$ cat src/design/plc_tmr_pkg.sv
// Package for the PLC timer block: shared types, register indexes and codes.
// Used by the front queue, the back end and the top level.
package plc_tmr_pkg;

    localparam int TICK_W = 32;
    localparam int TIME_W = 16;
    localparam int CNT_W  = 8;
    localparam int QDEPTH = 2;
    localparam int QPTR_W = 1;

    localparam logic [1:0] CFG_TIMER_MODE    = 2'd0;
    localparam logic [1:0] CFG_PRESET_TIME   = 2'd1;
    localparam logic [1:0] CFG_TICK_PRESCALE = 2'd2;

    localparam logic [1:0] MODE_ON_DELAY  = 2'd0;
    localparam logic [1:0] MODE_OFF_DELAY = 2'd1;
    localparam logic [1:0] MODE_PULSE     = 2'd2;

    localparam logic [1:0] PH_IDLE  = 2'd0;
    localparam logic [1:0] PH_PULSE = 2'd1;
    localparam logic [1:0] PH_WAIT  = 2'd2;

    typedef enum logic {
        OP_TICK = 1'b0,
        OP_EVAL = 1'b1
    } op_t;

    typedef struct packed {
        op_t              op;
        logic [CNT_W-1:0] tick_count;
        logic             input_level;
    } item_t;

    typedef struct packed {
        logic [1:0]        timer_mode;
        logic [TIME_W-1:0] preset_time;
        logic [TIME_W-1:0] tick_prescale;
    } cfg_t;

endpackage

$ cat src/design/plc_tmr_ifs.sv
// Handshake channel interfaces for the PLC timer: input items and results.
// No dependencies.
interface plc_tmr_in_if;
    logic       valid;
    logic       ready;
    logic       command;
    logic [7:0] tick_count;
    logic       input_level;

    modport source (output valid, output command, output tick_count, output input_level,
                    input ready);
    modport sink   (input valid, input command, input tick_count, input input_level,
                    output ready);
endinterface

interface plc_tmr_out_if;
    logic        valid;
    logic        ready;
    logic        timer_output;
    logic [15:0] elapsed_time;

    modport source (output valid, output timer_output, output elapsed_time, input ready);
    modport sink   (input valid, input timer_output, input elapsed_time, output ready);
endinterface

$ cat src/design/plc_tmr_front.sv
// Front end: accepts input items, classifies the command and queues them.
// Depends on plc_tmr_pkg and plc_tmr_in_if.
module plc_tmr_front (
    input  logic                clk,
    input  logic                rst_n,
    plc_tmr_in_if.sink          item_ch,
    input  logic                pop,
    output logic                head_valid,
    output plc_tmr_pkg::item_t  head
);
    import plc_tmr_pkg::*;

    localparam logic [QPTR_W:0] FULL = (QPTR_W + 1)'(QDEPTH);

    item_t             mem_reg [QDEPTH];
    logic [QPTR_W-1:0] wr_ptr_reg;
    logic [QPTR_W-1:0] rd_ptr_reg;
    logic [QPTR_W:0]   count_reg;
    logic [QPTR_W:0]   count_next;
    logic              push;
    logic              do_pop;
    item_t             item_in;

    assign item_ch.ready = (count_reg != FULL);
    assign push          = item_ch.valid && item_ch.ready;
    assign head_valid    = (count_reg != '0);
    assign do_pop        = pop && head_valid;
    assign head          = mem_reg[rd_ptr_reg];

    always_comb
    begin
        item_in.op          = item_ch.command ? OP_EVAL : OP_TICK;
        item_in.tick_count  = item_ch.tick_count;
        item_in.input_level = item_ch.input_level;
        count_next = count_reg;
        case ({push, do_pop})
            2'b10:   count_next = count_reg + 1'b1;
            2'b01:   count_next = count_reg - 1'b1;
            default: count_next = count_reg;
        endcase
    end

    always_ff @(posedge clk)
    begin
        if (push)
        begin
            mem_reg[wr_ptr_reg] <= item_in;
        end
    end

    always_ff @(posedge clk or negedge rst_n)
    begin
        if (!rst_n)
        begin
            wr_ptr_reg <= '0;
            rd_ptr_reg <= '0;
            count_reg  <= '0;
        end
        else
        begin
            if (push)
            begin
                wr_ptr_reg <= wr_ptr_reg + 1'b1;
            end
            if (do_pop)
            begin
                rd_ptr_reg <= rd_ptr_reg + 1'b1;
            end
            count_reg <= count_next;
        end
    end

endmodule

$ cat src/design/plc_tmr_div.sv
// Restoring divider: 32-bit tick difference by 16-bit prescaler, one bit a cycle.
// Returns the low 16 bits of the quotient. Depends on plc_tmr_pkg.
module plc_tmr_div (
    input  logic                            clk,
    input  logic                            rst_n,
    input  logic                            start,
    input  logic [plc_tmr_pkg::TICK_W-1:0]  dividend,
    input  logic [plc_tmr_pkg::TIME_W-1:0]  divisor,
    output logic                            done,
    output logic [plc_tmr_pkg::TIME_W-1:0]  quotient
);
    import plc_tmr_pkg::*;

    localparam int STEP_W = $clog2(TICK_W + 1);

    logic [TICK_W-1:0] dvd_reg;
    logic [TIME_W-1:0] rem_reg;
    logic [STEP_W-1:0] step_reg;
    logic              done_reg;
    logic [TIME_W:0]   rem_sh;
    logic [TIME_W:0]   diff;
    logic              ge;

    assign rem_sh   = {rem_reg, dvd_reg[TICK_W-1]};
    assign diff     = rem_sh - {1'b0, divisor};
    assign ge       = (rem_sh >= {1'b0, divisor});
    assign done     = done_reg;
    assign quotient = dvd_reg[TIME_W-1:0];

    always_ff @(posedge clk)
    begin
        if (start)
        begin
            dvd_reg <= dividend;
            rem_reg <= '0;
        end
        else if (step_reg != '0)
        begin
            dvd_reg <= {dvd_reg[TICK_W-2:0], ge};
            rem_reg <= ge ? diff[TIME_W-1:0] : rem_sh[TIME_W-1:0];
        end
    end

    always_ff @(posedge clk or negedge rst_n)
    begin
        if (!rst_n)
        begin
            step_reg <= '0;
            done_reg <= 1'b0;
        end
        else if (start)
        begin
            step_reg <= STEP_W'(TICK_W);
            done_reg <= 1'b0;
        end
        else if (step_reg != '0)
        begin
            step_reg <= step_reg - 1'b1;
            done_reg <= (step_reg == STEP_W'(1));
        end
        else
        begin
            done_reg <= 1'b0;
        end
    end

endmodule

$ cat src/design/plc_tmr_back.sv
// Back end: tick counter, timer state per mode and the result register.
// Depends on plc_tmr_pkg, plc_tmr_div and plc_tmr_out_if.
module plc_tmr_back (
    input  logic                clk,
    input  logic                rst_n,
    input  plc_tmr_pkg::cfg_t   cfg,
    input  logic                head_valid,
    input  plc_tmr_pkg::item_t  head,
    output logic                pop,
    plc_tmr_out_if.source       res_ch
);
    import plc_tmr_pkg::*;

    typedef enum logic [1:0] {
        S_IDLE,
        S_DIV,
        S_POST
    } state_t;

    state_t            state_reg, state_next;
    logic [TICK_W-1:0] tick_counter_reg, tick_counter_next;
    logic [TICK_W-1:0] start_ticks_reg, start_ticks_next;
    logic              running_reg, running_next;
    logic              output_bit_reg, output_bit_next;
    logic [TIME_W-1:0] elapsed_reg, elapsed_next;
    logic [1:0]        phase_reg, phase_next;
    logic              level_reg, level_next;
    logic              out_valid_reg, out_valid_next;
    logic              out_bit_reg, out_bit_next;
    logic [TIME_W-1:0] out_elapsed_reg, out_elapsed_next;

    logic              slot_free;
    logic              div_start;
    logic              div_done;
    logic [TICK_W-1:0] dividend;
    logic [TIME_W-1:0] divisor;
    logic [TIME_W-1:0] q;
    logic [TIME_W-1:0] e_meas;

    assign slot_free = !out_valid_reg || res_ch.ready;
    assign divisor   = (cfg.tick_prescale == '0) ? TIME_W'(1) : cfg.tick_prescale;
    assign dividend  = tick_counter_reg - start_ticks_next;

    assign res_ch.valid        = out_valid_reg;
    assign res_ch.timer_output = out_bit_reg;
    assign res_ch.elapsed_time = out_elapsed_reg;

    plc_tmr_div u_div (
        .clk      (clk),
        .rst_n    (rst_n),
        .start    (div_start),
        .dividend (dividend),
        .divisor  (divisor),
        .done     (div_done),
        .quotient (q)
    );

    always_comb
    begin
        state_next        = state_reg;
        tick_counter_next = tick_counter_reg;
        start_ticks_next  = start_ticks_reg;
        running_next      = running_reg;
        output_bit_next   = output_bit_reg;
        elapsed_next      = elapsed_reg;
        phase_next        = phase_reg;
        level_next        = level_reg;
        out_valid_next    = out_valid_reg && !res_ch.ready;
        out_bit_next      = out_bit_reg;
        out_elapsed_next  = out_elapsed_reg;
        pop               = 1'b0;
        div_start         = 1'b0;
        e_meas            = (elapsed_reg < cfg.preset_time) ? q : elapsed_reg;

        unique case (state_reg)
            S_IDLE:
            begin
                if (head_valid && head.op == OP_TICK)
                begin
                    if (slot_free)
                    begin
                        pop               = 1'b1;
                        tick_counter_next = tick_counter_reg + TICK_W'(head.tick_count);
                        out_valid_next    = 1'b1;
                        out_bit_next      = output_bit_reg;
                        out_elapsed_next  = elapsed_reg;
                    end
                end
                else if (head_valid)
                begin
                    pop        = 1'b1;
                    div_start  = 1'b1;
                    level_next = head.input_level;
                    state_next = S_DIV;
                    // Latch the start point before measuring
                    unique case (cfg.timer_mode)
                        MODE_ON_DELAY:
                        begin
                            if (head.input_level && !running_reg && !output_bit_reg)
                            begin
                                running_next     = 1'b1;
                                start_ticks_next = tick_counter_reg;
                            end
                        end
                        MODE_OFF_DELAY:
                        begin
                            if (!head.input_level && !running_reg && output_bit_reg)
                            begin
                                running_next     = 1'b1;
                                start_ticks_next = tick_counter_reg;
                            end
                        end
                        default:
                        begin
                        end
                    endcase
                end
            end
            S_DIV:
            begin
                if (div_done)
                begin
                    state_next = S_POST;
                end
            end
            S_POST:
            begin
                if (slot_free)
                begin
                    unique case (cfg.timer_mode)
                        MODE_ON_DELAY:
                        begin
                            if (!level_reg)
                            begin
                                output_bit_next  = 1'b0;
                                elapsed_next     = '0;
                                running_next     = 1'b0;
                                start_ticks_next = '0;
                            end
                            else if (running_reg)
                            begin
                                if (e_meas >= cfg.preset_time)
                                begin
                                    output_bit_next = 1'b1;
                                    elapsed_next    = cfg.preset_time;
                                end
                                else
                                begin
                                    output_bit_next = 1'b0;
                                    elapsed_next    = e_meas;
                                end
                            end
                        end
                        MODE_OFF_DELAY:
                        begin
                            if (level_reg)
                            begin
                                output_bit_next  = 1'b1;
                                elapsed_next     = '0;
                                running_next     = 1'b0;
                                start_ticks_next = '0;
                            end
                            else if (running_reg)
                            begin
                                if (q >= cfg.preset_time)
                                begin
                                    elapsed_next    = '0;
                                    output_bit_next = 1'b0;
                                    running_next    = 1'b0;
                                end
                                else
                                begin
                                    elapsed_next    = q;
                                    output_bit_next = 1'b1;
                                end
                            end
                        end
                        MODE_PULSE:
                        begin
                            case (phase_reg)
                                PH_IDLE:
                                begin
                                    if (level_reg)
                                    begin
                                        phase_next       = PH_PULSE;
                                        running_next     = 1'b1;
                                        start_ticks_next = tick_counter_reg;
                                        output_bit_next  = 1'b1;
                                    end
                                end
                                PH_PULSE:
                                begin
                                    if (q >= cfg.preset_time)
                                    begin
                                        output_bit_next = 1'b0;
                                        elapsed_next    = '0;
                                        running_next    = 1'b0;
                                        phase_next      = level_reg ? PH_WAIT : PH_IDLE;
                                    end
                                    else
                                    begin
                                        elapsed_next    = q;
                                        output_bit_next = 1'b1;
                                    end
                                end
                                PH_WAIT:
                                begin
                                    if (!level_reg)
                                    begin
                                        phase_next = PH_IDLE;
                                    end
                                end
                                default:
                                begin
                                end
                            endcase
                        end
                        default:
                        begin
                        end
                    endcase
                    out_valid_next   = 1'b1;
                    out_bit_next     = output_bit_next;
                    out_elapsed_next = elapsed_next;
                    state_next       = S_IDLE;
                end
            end
            default:
            begin
                state_next = S_IDLE;
            end
        endcase
    end

    always_ff @(posedge clk or negedge rst_n)
    begin
        if (!rst_n)
        begin
            state_reg        <= S_IDLE;
            tick_counter_reg <= '0;
            start_ticks_reg  <= '0;
            running_reg      <= 1'b0;
            output_bit_reg   <= 1'b0;
            elapsed_reg      <= '0;
            phase_reg        <= PH_IDLE;
            level_reg        <= 1'b0;
            out_valid_reg    <= 1'b0;
            out_bit_reg      <= 1'b0;
            out_elapsed_reg  <= '0;
        end
        else
        begin
            state_reg        <= state_next;
            tick_counter_reg <= tick_counter_next;
            start_ticks_reg  <= start_ticks_next;
            running_reg      <= running_next;
            output_bit_reg   <= output_bit_next;
            elapsed_reg      <= elapsed_next;
            phase_reg        <= phase_next;
            level_reg        <= level_next;
            out_valid_reg    <= out_valid_next;
            out_bit_reg      <= out_bit_next;
            out_elapsed_reg  <= out_elapsed_next;
        end
    end

endmodule

$ cat src/design/plc_timer_ton_tof_tp_core.sv
// PLC timer (on-delay, off-delay, pulse). Tick item: result registered at the
// head of the queue; one tick item per cycle while the result slot is free and
// the back end idle. Evaluate item: 32-step restoring divider, then the result;
// no new item meanwhile, while a two-entry queue keeps taking items.
// Reset: tick counter and timer state zero, mode on-delay, preset 0, prescale 1.
module plc_timer_ton_tof_tp_core (
    input  logic        clk,
    input  logic        rst_n,
    plc_tmr_in_if.sink  item_ch,
    plc_tmr_out_if.source res_ch,
    input  logic        cfg_we,
    input  logic [1:0]  cfg_index,
    input  logic [15:0] cfg_wdata
);
    import plc_tmr_pkg::*;

    cfg_t  cfg_reg;
    logic  head_valid;
    item_t head;
    logic  pop;

    always_ff @(posedge clk or negedge rst_n)
    begin
        if (!rst_n)
        begin
            cfg_reg.timer_mode    <= MODE_ON_DELAY;
            cfg_reg.preset_time   <= '0;
            cfg_reg.tick_prescale <= TIME_W'(1);
        end
        else if (cfg_we)
        begin
            unique case (cfg_index)
                CFG_TIMER_MODE:    cfg_reg.timer_mode    <= cfg_wdata[1:0];
                CFG_PRESET_TIME:   cfg_reg.preset_time   <= cfg_wdata;
                CFG_TICK_PRESCALE: cfg_reg.tick_prescale <= cfg_wdata;
                default:
                begin
                end
            endcase
        end
    end

    plc_tmr_front u_front (
        .clk        (clk),
        .rst_n      (rst_n),
        .item_ch    (item_ch),
        .pop        (pop),
        .head_valid (head_valid),
        .head       (head)
    );

    plc_tmr_back u_back (
        .clk        (clk),
        .rst_n      (rst_n),
        .cfg        (cfg_reg),
        .head_valid (head_valid),
        .head       (head),
        .pop        (pop),
        .res_ch     (res_ch)
    );

endmodule
$ cat src/flat_wrapper.sv
// flat-port wrapper written by rule: the top's interface ports become plain ports
module plc_timer_ton_tof_tp_core_flat import plc_tmr_pkg::*;
  (clk, rst_n, cfg_we, cfg_index, cfg_wdata, item_ch_valid, item_ch_command, item_ch_tick_count, item_ch_input_level, item_ch_ready, res_ch_valid, res_ch_timer_output, res_ch_elapsed_time, res_ch_ready);
  plc_tmr_in_if item_ch_i ();
  plc_tmr_out_if res_ch_i ();
  input  logic clk;
  input  logic rst_n;
  input  logic cfg_we;
  input  logic [1:0] cfg_index;
  input  logic [15:0] cfg_wdata;
  input wire logic [$bits(item_ch_i.valid)-1:0] item_ch_valid;
  input wire logic [$bits(item_ch_i.command)-1:0] item_ch_command;
  input wire logic [$bits(item_ch_i.tick_count)-1:0] item_ch_tick_count;
  input wire logic [$bits(item_ch_i.input_level)-1:0] item_ch_input_level;
  output wire logic [$bits(item_ch_i.ready)-1:0] item_ch_ready;
  output wire logic [$bits(res_ch_i.valid)-1:0] res_ch_valid;
  output wire logic [$bits(res_ch_i.timer_output)-1:0] res_ch_timer_output;
  output wire logic [$bits(res_ch_i.elapsed_time)-1:0] res_ch_elapsed_time;
  input wire logic [$bits(res_ch_i.ready)-1:0] res_ch_ready;
  assign item_ch_i.valid = item_ch_valid;
  assign item_ch_i.command = item_ch_command;
  assign item_ch_i.tick_count = item_ch_tick_count;
  assign item_ch_i.input_level = item_ch_input_level;
  assign item_ch_ready = item_ch_i.ready;
  assign res_ch_valid = res_ch_i.valid;
  assign res_ch_timer_output = res_ch_i.timer_output;
  assign res_ch_elapsed_time = res_ch_i.elapsed_time;
  assign res_ch_i.ready = res_ch_ready;
  plc_timer_ton_tof_tp_core u_core (.clk(clk), .rst_n(rst_n), .item_ch(item_ch_i), .res_ch(res_ch_i), .cfg_we(cfg_we), .cfg_index(cfg_index), .cfg_wdata(cfg_wdata));
endmodule
$ cat config.mk
export PLATFORM = sky130hd
export DESIGN_NAME = plc_timer_ton_tof_tp_core_flat
export DESIGN_NICKNAME = d
export VERILOG_FILES = /design/src/design/plc_tmr_pkg.sv /design/src/design/plc_tmr_ifs.sv /design/src/design/plc_tmr_front.sv /design/src/design/plc_tmr_div.sv /design/src/design/plc_tmr_back.sv /design/src/design/plc_timer_ton_tof_tp_core.sv /design/src/flat_wrapper.sv
export SDC_FILE = /design/constraint.sdc
export NUM_CORES = 1
export LEC_CHECK = 0
export ABC_AREA = 0
export BUFFER_PORTS_ARGS = -buffer_cell sky130_fd_sc_hd__buf_2
export CAP_MARGIN = 25
export CORE_MARGIN = 5
export CORE_UTILIZATION = 44
export CTS_CLUSTER_DIAMETER = 50
export DETAILED_ROUTE_END_ITERATION = 10
export HOLD_SLACK_MARGIN = 0.02
export PLACE_DENSITY = 0.68
export SETUP_SLACK_MARGIN = 0.5
export SLEW_MARGIN = 30
export SYNTH_ARGS = -nofsm -noshare
export SYNTH_HDL_FRONTEND = slang
export SYNTH_SLANG_ARGS = --single-unit
$ cat constraint.sdc
create_clock -name clk -period 5.9 [get_ports clk]
set_input_delay 1.18 -clock clk [delete_from_list [all_inputs] [get_ports clk]]
set_output_delay 1.18 -clock clk [all_outputs]
set_load 0.02 [all_outputs]
* After elaboration in Yosys (flattened, before gate mapping) *
Memories as Yosys holds them, arrays and structs flattened.
Index checks and enable logic that the tools add are counted.

storage, ports and cells
  register bits = 198
  latch bits = 0
  memory bits (writable) = 20
  ROM bits = 0
  input port bits = 33
  output and inout port bits = 19
  word-level logic and storage cells = 183
  memories = 1

memories
  memory                  words  bits a word  rd ports  clocked after Yosys merged registers in  write ports  RTL line             text
  u_core.u_front.mem_reg  2      10           1         0                                        1            plc_tmr_front.sv:15  item_t mem_reg [QDEPTH];

cells by class
  add/subtract/negate cells = 8
  multipliers = 0
  divide/modulo/power cells = 0
  $lt $le $gt $ge = 4
  equal/unequal tests = 29
  shifts and indexed selects = 0
  multiplexer cells = 83
  bitwise operators = 2
  reduce and logical (&&, ||, !) cells = 35

operators by type and width
  cell                  count
  $mux W32              11
  $mux W16              13
  $pmux W32 S2          2
  $pmux W32 S3          1
  $pmux W16 S3          1
  $mux W1               33
  $add A32 B8 Y32       1
  $ge A16 B16 Y1        2
  $pmux W16 S2          1
  $sub A32 B32 Y32      1
  $ne A2 B2 Y1 const B  9
  $ge A17 B16 Y1        1
  $logic_not A16 Y1     1
  $lt A16 B16 Y1        1
  $mux W2               8
  $sub A16 B16 Y16      1
  $mux W6               2
  $ne A3 B3 Y1 const B  4
  $pmux W1 S2           6
  $pmux W2 S3           2
  $reduce_and A12 Y1    1
  $eq A2 B1 Y1 const B  5
  $eq A2 B2 Y1 const B  5
  $logic_and A1 B1 Y1   8
  21 further kinds      41

* Logic depth before layout (Yosys ltp) *
Gate-level depths: netlist (run 1).
An unclocked memory read counts as a cell.

  depth after elaboration = 11
  gate-level depth with buffers = 22
  mapped depth without buffers = 19

* Hierarchy *
Synthesis (run 1) repeated with hierarchy kept, for this count alone.

unflattened totals
  cells, all modules = 1,606
  area total of the unflattened synthesis = 15,005.6 um^2

by module, submodules not included
  module                     times used  cells an instance  area each (um^2)  seq. area each (um^2)
  plc_tmr_back               1           1,161              9,317.7           2,627.5
  plc_tmr_div                1           324                3,394.5           1,456.4
  plc_timer_ton_tof_tp_core  1           73                 1,380.1           852.1
  plc_tmr_front              1           48                 913.4             700.7

* Worst setup path before layout (run 1) *
No wires, ideal clock.

  path kind = input-to-reg
  from = input port res_ch_ready
  to = register u_core.u_back.u_div.dvd_reg[30], data pin
  library setup time = 264 ps
  arrival = 4,932 ps
  data required time = 5,636 ps
  setup slack = 704 ps
  cell stages on the path = 18
  buffers on the path = 2
  path through = nor2b_1 > nor4b_1 > a22o_1 > buf_2 > buf_2 > a22o_1 > ha_1 > inv_1 > fa_1 > a211oi_1 > o211ai_1 > a221oi_2 > o311ai_1 > a41oi_1 > o21ai_1 > a21oi_1 > xor2_1 > o21ai_1

on the way
  cells in the longest elaborated chain, start to end = 5

ends and longest elaborated chain
  element                                RTL line             text
  start, declared                        flat_wrapper.sv:19   input wire logic [$bits(res_ch_i.ready)-1:0] res_ch_ready;
  $logic_or A1 B1 Y1                     plc_tmr_back.sv:40   assign slot_free = !out_valid_reg || res_ch.ready;
  $mux W32                               plc_tmr_back.sv:128  if (slot_free)
  $pmux W32 S2                           plc_tmr_back.sv:75   unique case (state_reg)
  net u_core.u_back.start_ticks_next[0]  plc_tmr_back.sv:22   logic [TICK_W-1:0] start_ticks_reg, start_ticks_next;
  $sub A32 B32 Y32                       plc_tmr_back.sv:42   assign dividend = tick_counter_reg - start_ticks_next;
  $mux W32                               plc_tmr_div.sv:32    if (start)
  end signal, assigned                   plc_tmr_div.sv:34    dvd_reg <= dividend;
  end signal, assigned                   plc_tmr_div.sv:39    dvd_reg <= {dvd_reg[TICK_W-2:0], ge};
  end, declared                          plc_tmr_div.sv:16    logic [TICK_W-1:0] dvd_reg;

The timed path passes the listed nets, and every way through them passes these cells.
A chain may end at the register's enable or synchronous reset.

* Final worst setup path (run 1) *
  from = register u_core.cfg_reg[20] (netlist name)
  to = register u_core.u_back.elapsed_reg[0]

on the way
  cells in the longest elaborated chain, start to end = 7
  elaborated cells on any way between the ends = 12
  classes of those cells = 3 x order compare; 9 x mux

ends and longest elaborated chain
  element               RTL line                         text
  start, declared       plc_timer_ton_tof_tp_core.sv:17  cfg_t cfg_reg;
  $lt A16 B16 Y1        plc_tmr_back.sv:73               e_meas = (elapsed_reg < cfg.preset_time) ? q : elapsed_reg;
  $mux W16              plc_tmr_back.sv:73
  $ge A16 B16 Y1        plc_tmr_back.sv:142              if (e_meas >= cfg.preset_time)
  $mux W16              plc_tmr_back.sv:142
  $mux W16              plc_tmr_back.sv:140              else if (running_reg)
  $mux W16              plc_tmr_back.sv:133              if (!level_reg)
  $pmux W16 S3 (*)      plc_tmr_back.sv:130              unique case (cfg.timer_mode)
  end signal, assigned  plc_tmr_back.sv:258              elapsed_reg <= elapsed_next;
  end, declared         plc_tmr_back.sv:25               logic [TIME_W-1:0] elapsed_reg, elapsed_next;

Mark *: on every way between the ends. The rest lies on a longest branch, timed or not.

==> results of run 1 <==
## final timing paths
path	from	to	slack, ps	cells past startpoint
min in group asynchronous	rst_n	u_core.cfg_reg[9]	760	1
max	u_core.cfg_reg[20]	u_core.u_back.elapsed_reg[0]	970	20
max in group asynchronous	rst_n	u_core.u_back.start_ticks_reg[29]	3930	2
max reg2reg	u_core.cfg_reg[20]	u_core.u_back.elapsed_reg[0]	970	20
min	u_core.u_back.u_div.rem_reg[15]	u_core.u_back.u_div.rem_reg[15]	470	2
min reg2reg	u_core.u_back.u_div.rem_reg[15]	u_core.u_back.u_div.rem_reg[15]	470	2
## cells in the mapped netlist, drive strengths merged, types with 13 or more instances
master,instances
nor2,110
a21o,33
edfxtp,52
ha,113
a211oi,13
nand3,38
xnor2,36
nor2b,13
dfrtp,149
o21ai,120
clkbuf,45
nand4,16
mux2,59
nand2b,20
nor3,22
o221ai,16
inv,98
a21oi,89
o221a,15
a22oi,43
xor2,36
dfxtp,16
nand2,128
a31oi,21
## cell families after synthesis
| family | synth area share, % |
|---|---|
| DFF | 40.47 |
| AOI/OAI and AO/OA | 20.91 |
| muxes | 5.632 |
| adders and majority gates | 10.58 |
| xor gates and xnor gates | 4.527 |
| and+or+nand+nor | 13.45 |
| buffers and inverters | 4.429 |
## worst reg2reg max path, stage by stage, from the launching register on
cell                        delay, ps
sky130_fd_sc_hd__dfrtp_1          390
sky130_fd_sc_hd__inv_1            100
sky130_fd_sc_hd__ha_1             300
sky130_fd_sc_hd__a21o_1           170
sky130_fd_sc_hd__a2111oi_0        370
sky130_fd_sc_hd__o21ai_1          130
sky130_fd_sc_hd__o311a_1          180
sky130_fd_sc_hd__o21ai_4          170
sky130_fd_sc_hd__buf_4            220
sky130_fd_sc_hd__mux2_2           370
sky130_fd_sc_hd__ha_1             320
sky130_fd_sc_hd__a21o_1           190
sky130_fd_sc_hd__a211oi_1         230
sky130_fd_sc_hd__o211ai_1         160
sky130_fd_sc_hd__a21oi_1          240
sky130_fd_sc_hd__nand2b_1         360
sky130_fd_sc_hd__buf_4            270
sky130_fd_sc_hd__nor2_1            80
sky130_fd_sc_hd__buf_4            200
sky130_fd_sc_hd__a22oi_1          160
sky130_fd_sc_hd__o221ai_1         130
## power breakdown
part	internal [mW]	switching, mW	leakage, nW
Sequential	2.06	0.469	2.58
Combinational	1.59	2.19	4.17
Clock	1.22	0.719	0.540
## timing repair
action | CTS | global route
resized for setup | 0 | 1
setup buffers | 0 | 9
setup endpoints to repair | 0 | 18
## cell usage in the layout (no fill, tap or decap), drive strengths merged, types with 9 or more instances in the layout
cell type	synthesis	layout
o211ai	9	9
edfxtp	52	52
xnor2	36	36
mux2	59	59
inv	98	103
nor2	110	110
mux2i	12	12
dfrtp	149	149
and3	10	10
a22oi	43	43
a221oi	11	11
nand4	16	16
clkbuf	45	46
o221ai	16	16
ha	113	113
a31oi	21	21
dfxtp	16	16
nand2	128	128
a211oi	13	13
a21oi	89	89
buf	12	81
nand2b	20	20
o221a	15	15
nor2b	13	13
a21o	33	33
nor3	22	22
xor2	36	36
o21ai	120	120
nand3	38	38
## stage by stage
stage | std cells | setup slack (ps) | hold WS [ps]
2_1_floorplan | 1459 | 703.8 | 425.7
3_3_place_gp | 1877 | 667.4 | 442.5
3_5_place_dp | 1877 | 637.2 | 453.9
4_1_cts | 1938 | 678.7 | 468.8
5_1_grt | 1947 | 624.9 | 494.7
6_report | 1947 | 966.3 | 474.0
## layout make-up
type / instances / area (sq um)
clock buffers: 45 / 943.4
clock inverters: 16 / 158.9
fillers: 2913 / 15570
inverters: 98 / 367.9
multi-input cells: 1086 / 7700
flip-flops and latches: 218 / 5637
well taps: 402 / 503.0
repair buffers: 82 / 509.2
## metal layers
metal / wire, um / track usage [%] / vias to the layer above
li1: - / - / 5477
met1: 16130 / 27.74 / 5515
met2: 15840 / 30.82 / 356
met3: 2339 / 3.965 / 70
met4: 1086 / 7.002 / 0
met5: 0 / 0 / -
==> results.sh, run 1 <==
export IMPL_synthDominantCellAreaShare_pct=26.77
export IMPL_path_delay_family="compound AO/OA/AOI/OAI gates"
export IMPL_num_antenna_cells=0
export IMPL_clock_net_sink_count=218
export IMPL_max_ffs_per_register=34
export IMPL_timing_final_setup_violations=0
export IMPL_power_leakage_nw=7.290
export IMPL_timing_hold_worst_class="register to register"
export IMPL_drtIter0Drc=892
export IMPL_post_route_min_period_ps=4934
export IMPL_cts_root_buf="sky130_fd_sc_hd__clkbuf_16"
export IMPL_number_of_core_rows=65
export IMPL_post_synth_instance_area_sq_um=13930
export IMPL_floorplan_initialDensity_pct=44.37
export IMPL_synth_top_cells_by_area="sky130_fd_sc_hd__dfrtp_1 (27%), sky130_fd_sc_hd__edfxtp_1 (11%), sky130_fd_sc_hd__ha_1 (10%)"
export IMPL_grt_antenna_before_repair=0
export IMPL_worst_path_buf_inv=4
export IMPL_criticalPathCategory="register to register"
export IMPL_synthesis_instances=1459
export IMPL_crit_path_cell_trace="inv_1, ha_1, a21o_1, a2111oi_0, o21ai_1, o311a_1, o21ai_4, buf_4, mux2_2, ha_1, a21o_1, a211oi_1, o211ai_1, a21oi_1, nand2b_1, buf_4, nor2_1, buf_4, a22oi_1, o221ai_1"
export IMPL_placement_io_buffers=51
export IMPL_drt_total_wl_mm=35.39
export IMPL_grt_start_max_net_pins=106
export IMPL_cp_arrival_ps=5250
export IMPL_synthesis_area_per_instance_sq_um=9.547
export IMPL_crit_slowest_cell="sky130_fd_sc_hd__dfrtp_1"
export IMPL_worst_endpoint_required_ps=6220
export IMPL_post_synth_edffs=52
export IMPL_timing_final_crit_share_pct=83.62
export IMPL_global_route_wire_length_before_repair_mm=58.37
export IMPL_final_hold_viol_count=0
export IMPL_vias=11420
export IMPL_cts_buffer_depth=3
export IMPL_worst_path_largest_cell_delay_ps=390
export IMPL_synth_flop_cell="sky130_fd_sc_hd__dfrtp_1"
export IMPL_setup_repair_after_global_routing_missed_its_margin="false"
export IMPL_totalPowerFinal_mw=8.258
export IMPL_synth_warnings=0
export IMPL_maxClockFrequency_mhz=202.7
export IMPL_drv_cap=0
export IMPL_tritoncts="built"
export IMPL_yosys_register_bits=218
export IMPL_track_usage_pct=19.84
export IMPL_final_util_pct=50.39
export IMPL_place_hpwl_mm=25.37
export IMPL_numCtsBuffers=34
export IMPL_die_area_sq_um=35310
export IMPL_drv_slew=0
export IMPL_placement_cell_area_sq_um=14630
export IMPL_totalNegativeSetupSlack_ps=0
export IMPL_remaining_drc_errors=0
export IMPL_clk_lat_worst_skew_ps=500
export IMPL_area_delta_synth_final_pct=13.57
export IMPL_cts_htree_levels=2
export IMPL_yosysTopAreaCell="sky130_fd_sc_hd__dfrtp_1"
export IMPL_synthDistinctLibCells=81
export IMPL_mappedNetlistNets=1608
export IMPL_asr_flop_ratio_synth_pct=68.81
export IMPL_die_w_um=187.9
export IMPL_top_level_ports=52
export IMPL_cts_hold_buffers=0
export IMPL_detailedRoute_firstPassIterationCount=7
export IMPL_layout_nets=1669
export IMPL_layout_cell_share_with_drive_strength_beyond_1_pct=15.40
export IMPL_worstPathMaxFanout=11
export IMPL_gp_congestion=0.9062
export IMPL_die_height_um=187.9
export IMPL_run_status="completed"
export IMPL_first_global_vias=11140
export IMPL_core_area_sq_um=31390
export IMPL_post_route_ant_nets=0
export IMPL_max_slew_worst_pin_slew_ps=937.0
export IMPL_yosysSeqAreaShare_pct=40.47
export IMPL_worst_setup_path_start_kind="register"
export IMPL_power_density_cell_area_nw_per_um2=522.0
export IMPL_grt_overflow=0
export IMPL_timing_critical_path_to_type="register"
export IMPL_crit_top_cell="sky130_fd_sc_hd__buf_4"
export IMPL_avgRoutedWirePerCell_um=18.18
export IMPL_worst_clock_skew_ps=22.60
export IMPL_relative_slew_slack_pct=37.36
export IMPL_layout_cell_area_non_filler_sq_um=15820
export IMPL_cts_clk_slew_worst_paths_ps=60
export IMPL_worst_ir_drop_vdd_v=0.0002999
export IMPL_routed_via_density=5.864
Note: power is estimated with default switching activity, not from simulation.
==> inputs of run 2 (changes only) <==
clock period = 5.1 ns   (was 5.9 ns; I/O delays follow)
==> results.sh, run 2 (synthesis results as in run 1) <==
export IMPL_cts_htree_levels=2
export IMPL_cts_hold_buffers=0
export IMPL_setup_repair_after_global_routing_missed_its_margin="false"
export IMPL_crit_reg2reg_launch="u_core.u_back.elapsed_reg[4]"
export IMPL_routed_wl_met3_mm=2.115
export IMPL_num_antenna_cells=0
export IMPL_cp_arrival_ps=4840
export IMPL_run_status="completed"
export IMPL_vias=11440
export IMPL_timing_hold_worst_class="register to register"
export IMPL_worst_clock_skew_ps=29.66
export IMPL_cts_root_buf="sky130_fd_sc_hd__clkbuf_16"
export IMPL_numCtsBuffers=34
export IMPL_post_route_ant_nets=0
export IMPL_drtIter0Drc=898
export IMPL_detailedRoute_firstPassIterationCount=5
export IMPL_relative_slew_slack_pct=41.15
export IMPL_die_height_um=187.9
export IMPL_die_area_sq_um=35310
export IMPL_timing_final_crit_share_pct=87.23
export IMPL_tritoncts="built"
export IMPL_worstPathMaxFanout=16
export IMPL_placement_cell_area_sq_um=14720
export IMPL_worst_endpoint_required_ps=5490
export IMPL_post_place_ws_ps=227.7
export IMPL_cts_clk_slew_worst_paths_ps=60
export IMPL_track_usage_pct=20.15
export IMPL_crit_path_start="u_core.u_back.elapsed_reg[4]"
export IMPL_highest_layer="met4"
export IMPL_clock_net_sink_count=218
export IMPL_grt_start_max_net_pins=77
export IMPL_placement_io_buffers=51
export IMPL_routed_via_density=5.832
export IMPL_global_route_wire_length_before_repair_mm=59.15
export IMPL_worst_hold_startpoint="u_core.u_back.u_div.rem_reg[0]"
export IMPL_criticalPathCategory="register to register"
export IMPL_core_area_sq_um=31390
export IMPL_most_frequent_standard_cell_in_the_layout_excluding_fill_and_tap_cells="sky130_fd_sc_hd__dfrtp_1"
export IMPL_layout_nets=1684
export IMPL_timing_final_setup_violations=0
export IMPL_final_hold_viol_count=0
export IMPL_totalNegativeSetupSlack_ps=0
export IMPL_layout_cell_share_with_drive_strength_beyond_1_pct=18.15
export IMPL_number_of_core_rows=65
export IMPL_power_density_cell_area_nw_per_um2=608.3
export IMPL_worst_setup_path_start_kind="register"
export IMPL_met2RoutedLength_mm=16.59
export IMPL_totalPowerFinal_mw=9.843
export IMPL_filler_cell_count_in_the_final_layout=2851
export IMPL_grt_overflow=0
export IMPL_final_util_pct=51.54
export IMPL_clk_lat_worst_skew_ps=510
export IMPL_layout_cell_area_non_filler_sq_um=16180
export IMPL_avgRoutedWirePerCell_um=18.47
export IMPL_drv_cap=0
export IMPL_met1Wirelength_mm=16.28
export IMPL_grt_antenna_before_repair=0
export IMPL_die_w_um=187.9
export IMPL_maxClockFrequency_mhz=224.8
export IMPL_remaining_drc_errors=0
export IMPL_floorplan_initialDensity_pct=44.37
export IMPL_worst_ir_drop_vdd_v=0.0004377
export IMPL_max_slew_worst_pin_slew_ps=880.6
export IMPL_drv_slew=0
export IMPL_drt_total_wl_mm=36.22
export IMPL_top_level_ports=52
export IMPL_gp_congestion=0.9436
export IMPL_place_hpwl_mm=25.95
export IMPL_first_global_vias=11410
export IMPL_post_route_min_period_ps=4449
export IMPL_timing_critical_path_to_type="register"
export IMPL_power_leakage_nw=7.411
export IMPL_final_cell_mix="sky130_fd_sc_hd__dfrtp_1 (148), sky130_fd_sc_hd__nand2_1 (128), sky130_fd_sc_hd__nor2_1 (107), sky130_fd_sc_hd__ha_1 (107), sky130_fd_sc_hd__o21ai_0 (104)"
export IMPL_max_ffs_per_register=34
export IMPL_cts_buffer_depth=3
export IMPL_fin_ws_ps=651.1
export IMPL_area_delta_synth_final_pct=16.17
==> run 2: where the power goes <==
part	leakage, nW	internal (mW)	switching (mW)
Sequential	2.58	2.39	0.538
Combinational	4.28	2.00	2.67
Clock	0.549	1.40	0.848
==> run 2: area by class of cell <==
type | instances | area [sq um] | area share, %
clock inverters | 17 | 191.4 | 1.183
multi-input cells | 1086 | 7894 | 48.79
flip-flops and latches | 218 | 5638 | 34.84
well taps | 402 | 503.0 | 3.109
clock buffers | 43 | 924.6 | 5.715
repair buffers | 97 | 661.9 | 4.091
inverters | 98 | 367.9 | 2.273
==> run 2: worst paths after layout <==
| path | to | slack (ps) | cells after the start |
|---|---|---|---|
| hold reg to reg | u_core.u_back.u_div.rem_reg[0] | 480 | 2 |
| max in group asynchronous | u_core.cfg_reg[0] | 3680 | 2 |
| setup / recovery | u_core.u_back.res_ch.elapsed_time[4] | 650 | 19 |
| min in group asynchronous | u_core.u_back.tick_counter_reg[26] | 530 | 1 |
| setup reg to reg | u_core.u_back.res_ch.elapsed_time[4] | 650 | 19 |
| hold / removal | u_core.u_back.u_div.rem_reg[0] | 480 | 2 |
==> run 2: worst max-delay path, cell delays in order (launching register included) <==
cell and delay (ps):
sky130_fd_sc_hd__dfrtp_2 450, sky130_fd_sc_hd__ha_1 330, sky130_fd_sc_hd__a21o_1 180, sky130_fd_sc_hd__a2111oi_2 350, sky130_fd_sc_hd__o21ai_1 120, sky130_fd_sc_hd__o311a_1 170, sky130_fd_sc_hd__o21ai_4 230, sky130_fd_sc_hd__buf_4 160
sky130_fd_sc_hd__mux2_2 340, sky130_fd_sc_hd__ha_1 320, sky130_fd_sc_hd__a21o_1 190, sky130_fd_sc_hd__a21o_1 160, sky130_fd_sc_hd__a21oi_1 170, sky130_fd_sc_hd__o21ai_1 100, sky130_fd_sc_hd__a21oi_1 190, sky130_fd_sc_hd__nand2b_4 190
sky130_fd_sc_hd__buf_8 180, sky130_fd_sc_hd__o221a_2 200, sky130_fd_sc_hd__o21ai_0 70, sky130_fd_sc_hd__a31oi_1 220
==> run 2: repair_timing <==
item	CTS	global route
buffers inserted	3	16
endpoints found under the setup margin	28	49
resized for setup	9	40
gates cloned	0	0
pin swaps	4	12
==> run 2: per-stage QoR <==
stage	instances	hold slack (ps)
finish	1961	478.0
global route	1961	501.6
CTS	1945	484.0
detailed placement	1882	466.2
global placement	1882	437.5
floorplan	1459	425.7
==> run 2: metal layers <==
| layer | GRT usage [%] | vias up |
|---|---|---|
| met3 | 3.425 | 91 |
| met2 | 32.41 | 374 |
| met1 | 27.39 | 5459 |
| li1 | - | 5512 |
| met5 | 0 | - |
| met4 | 7.623 | 0 |
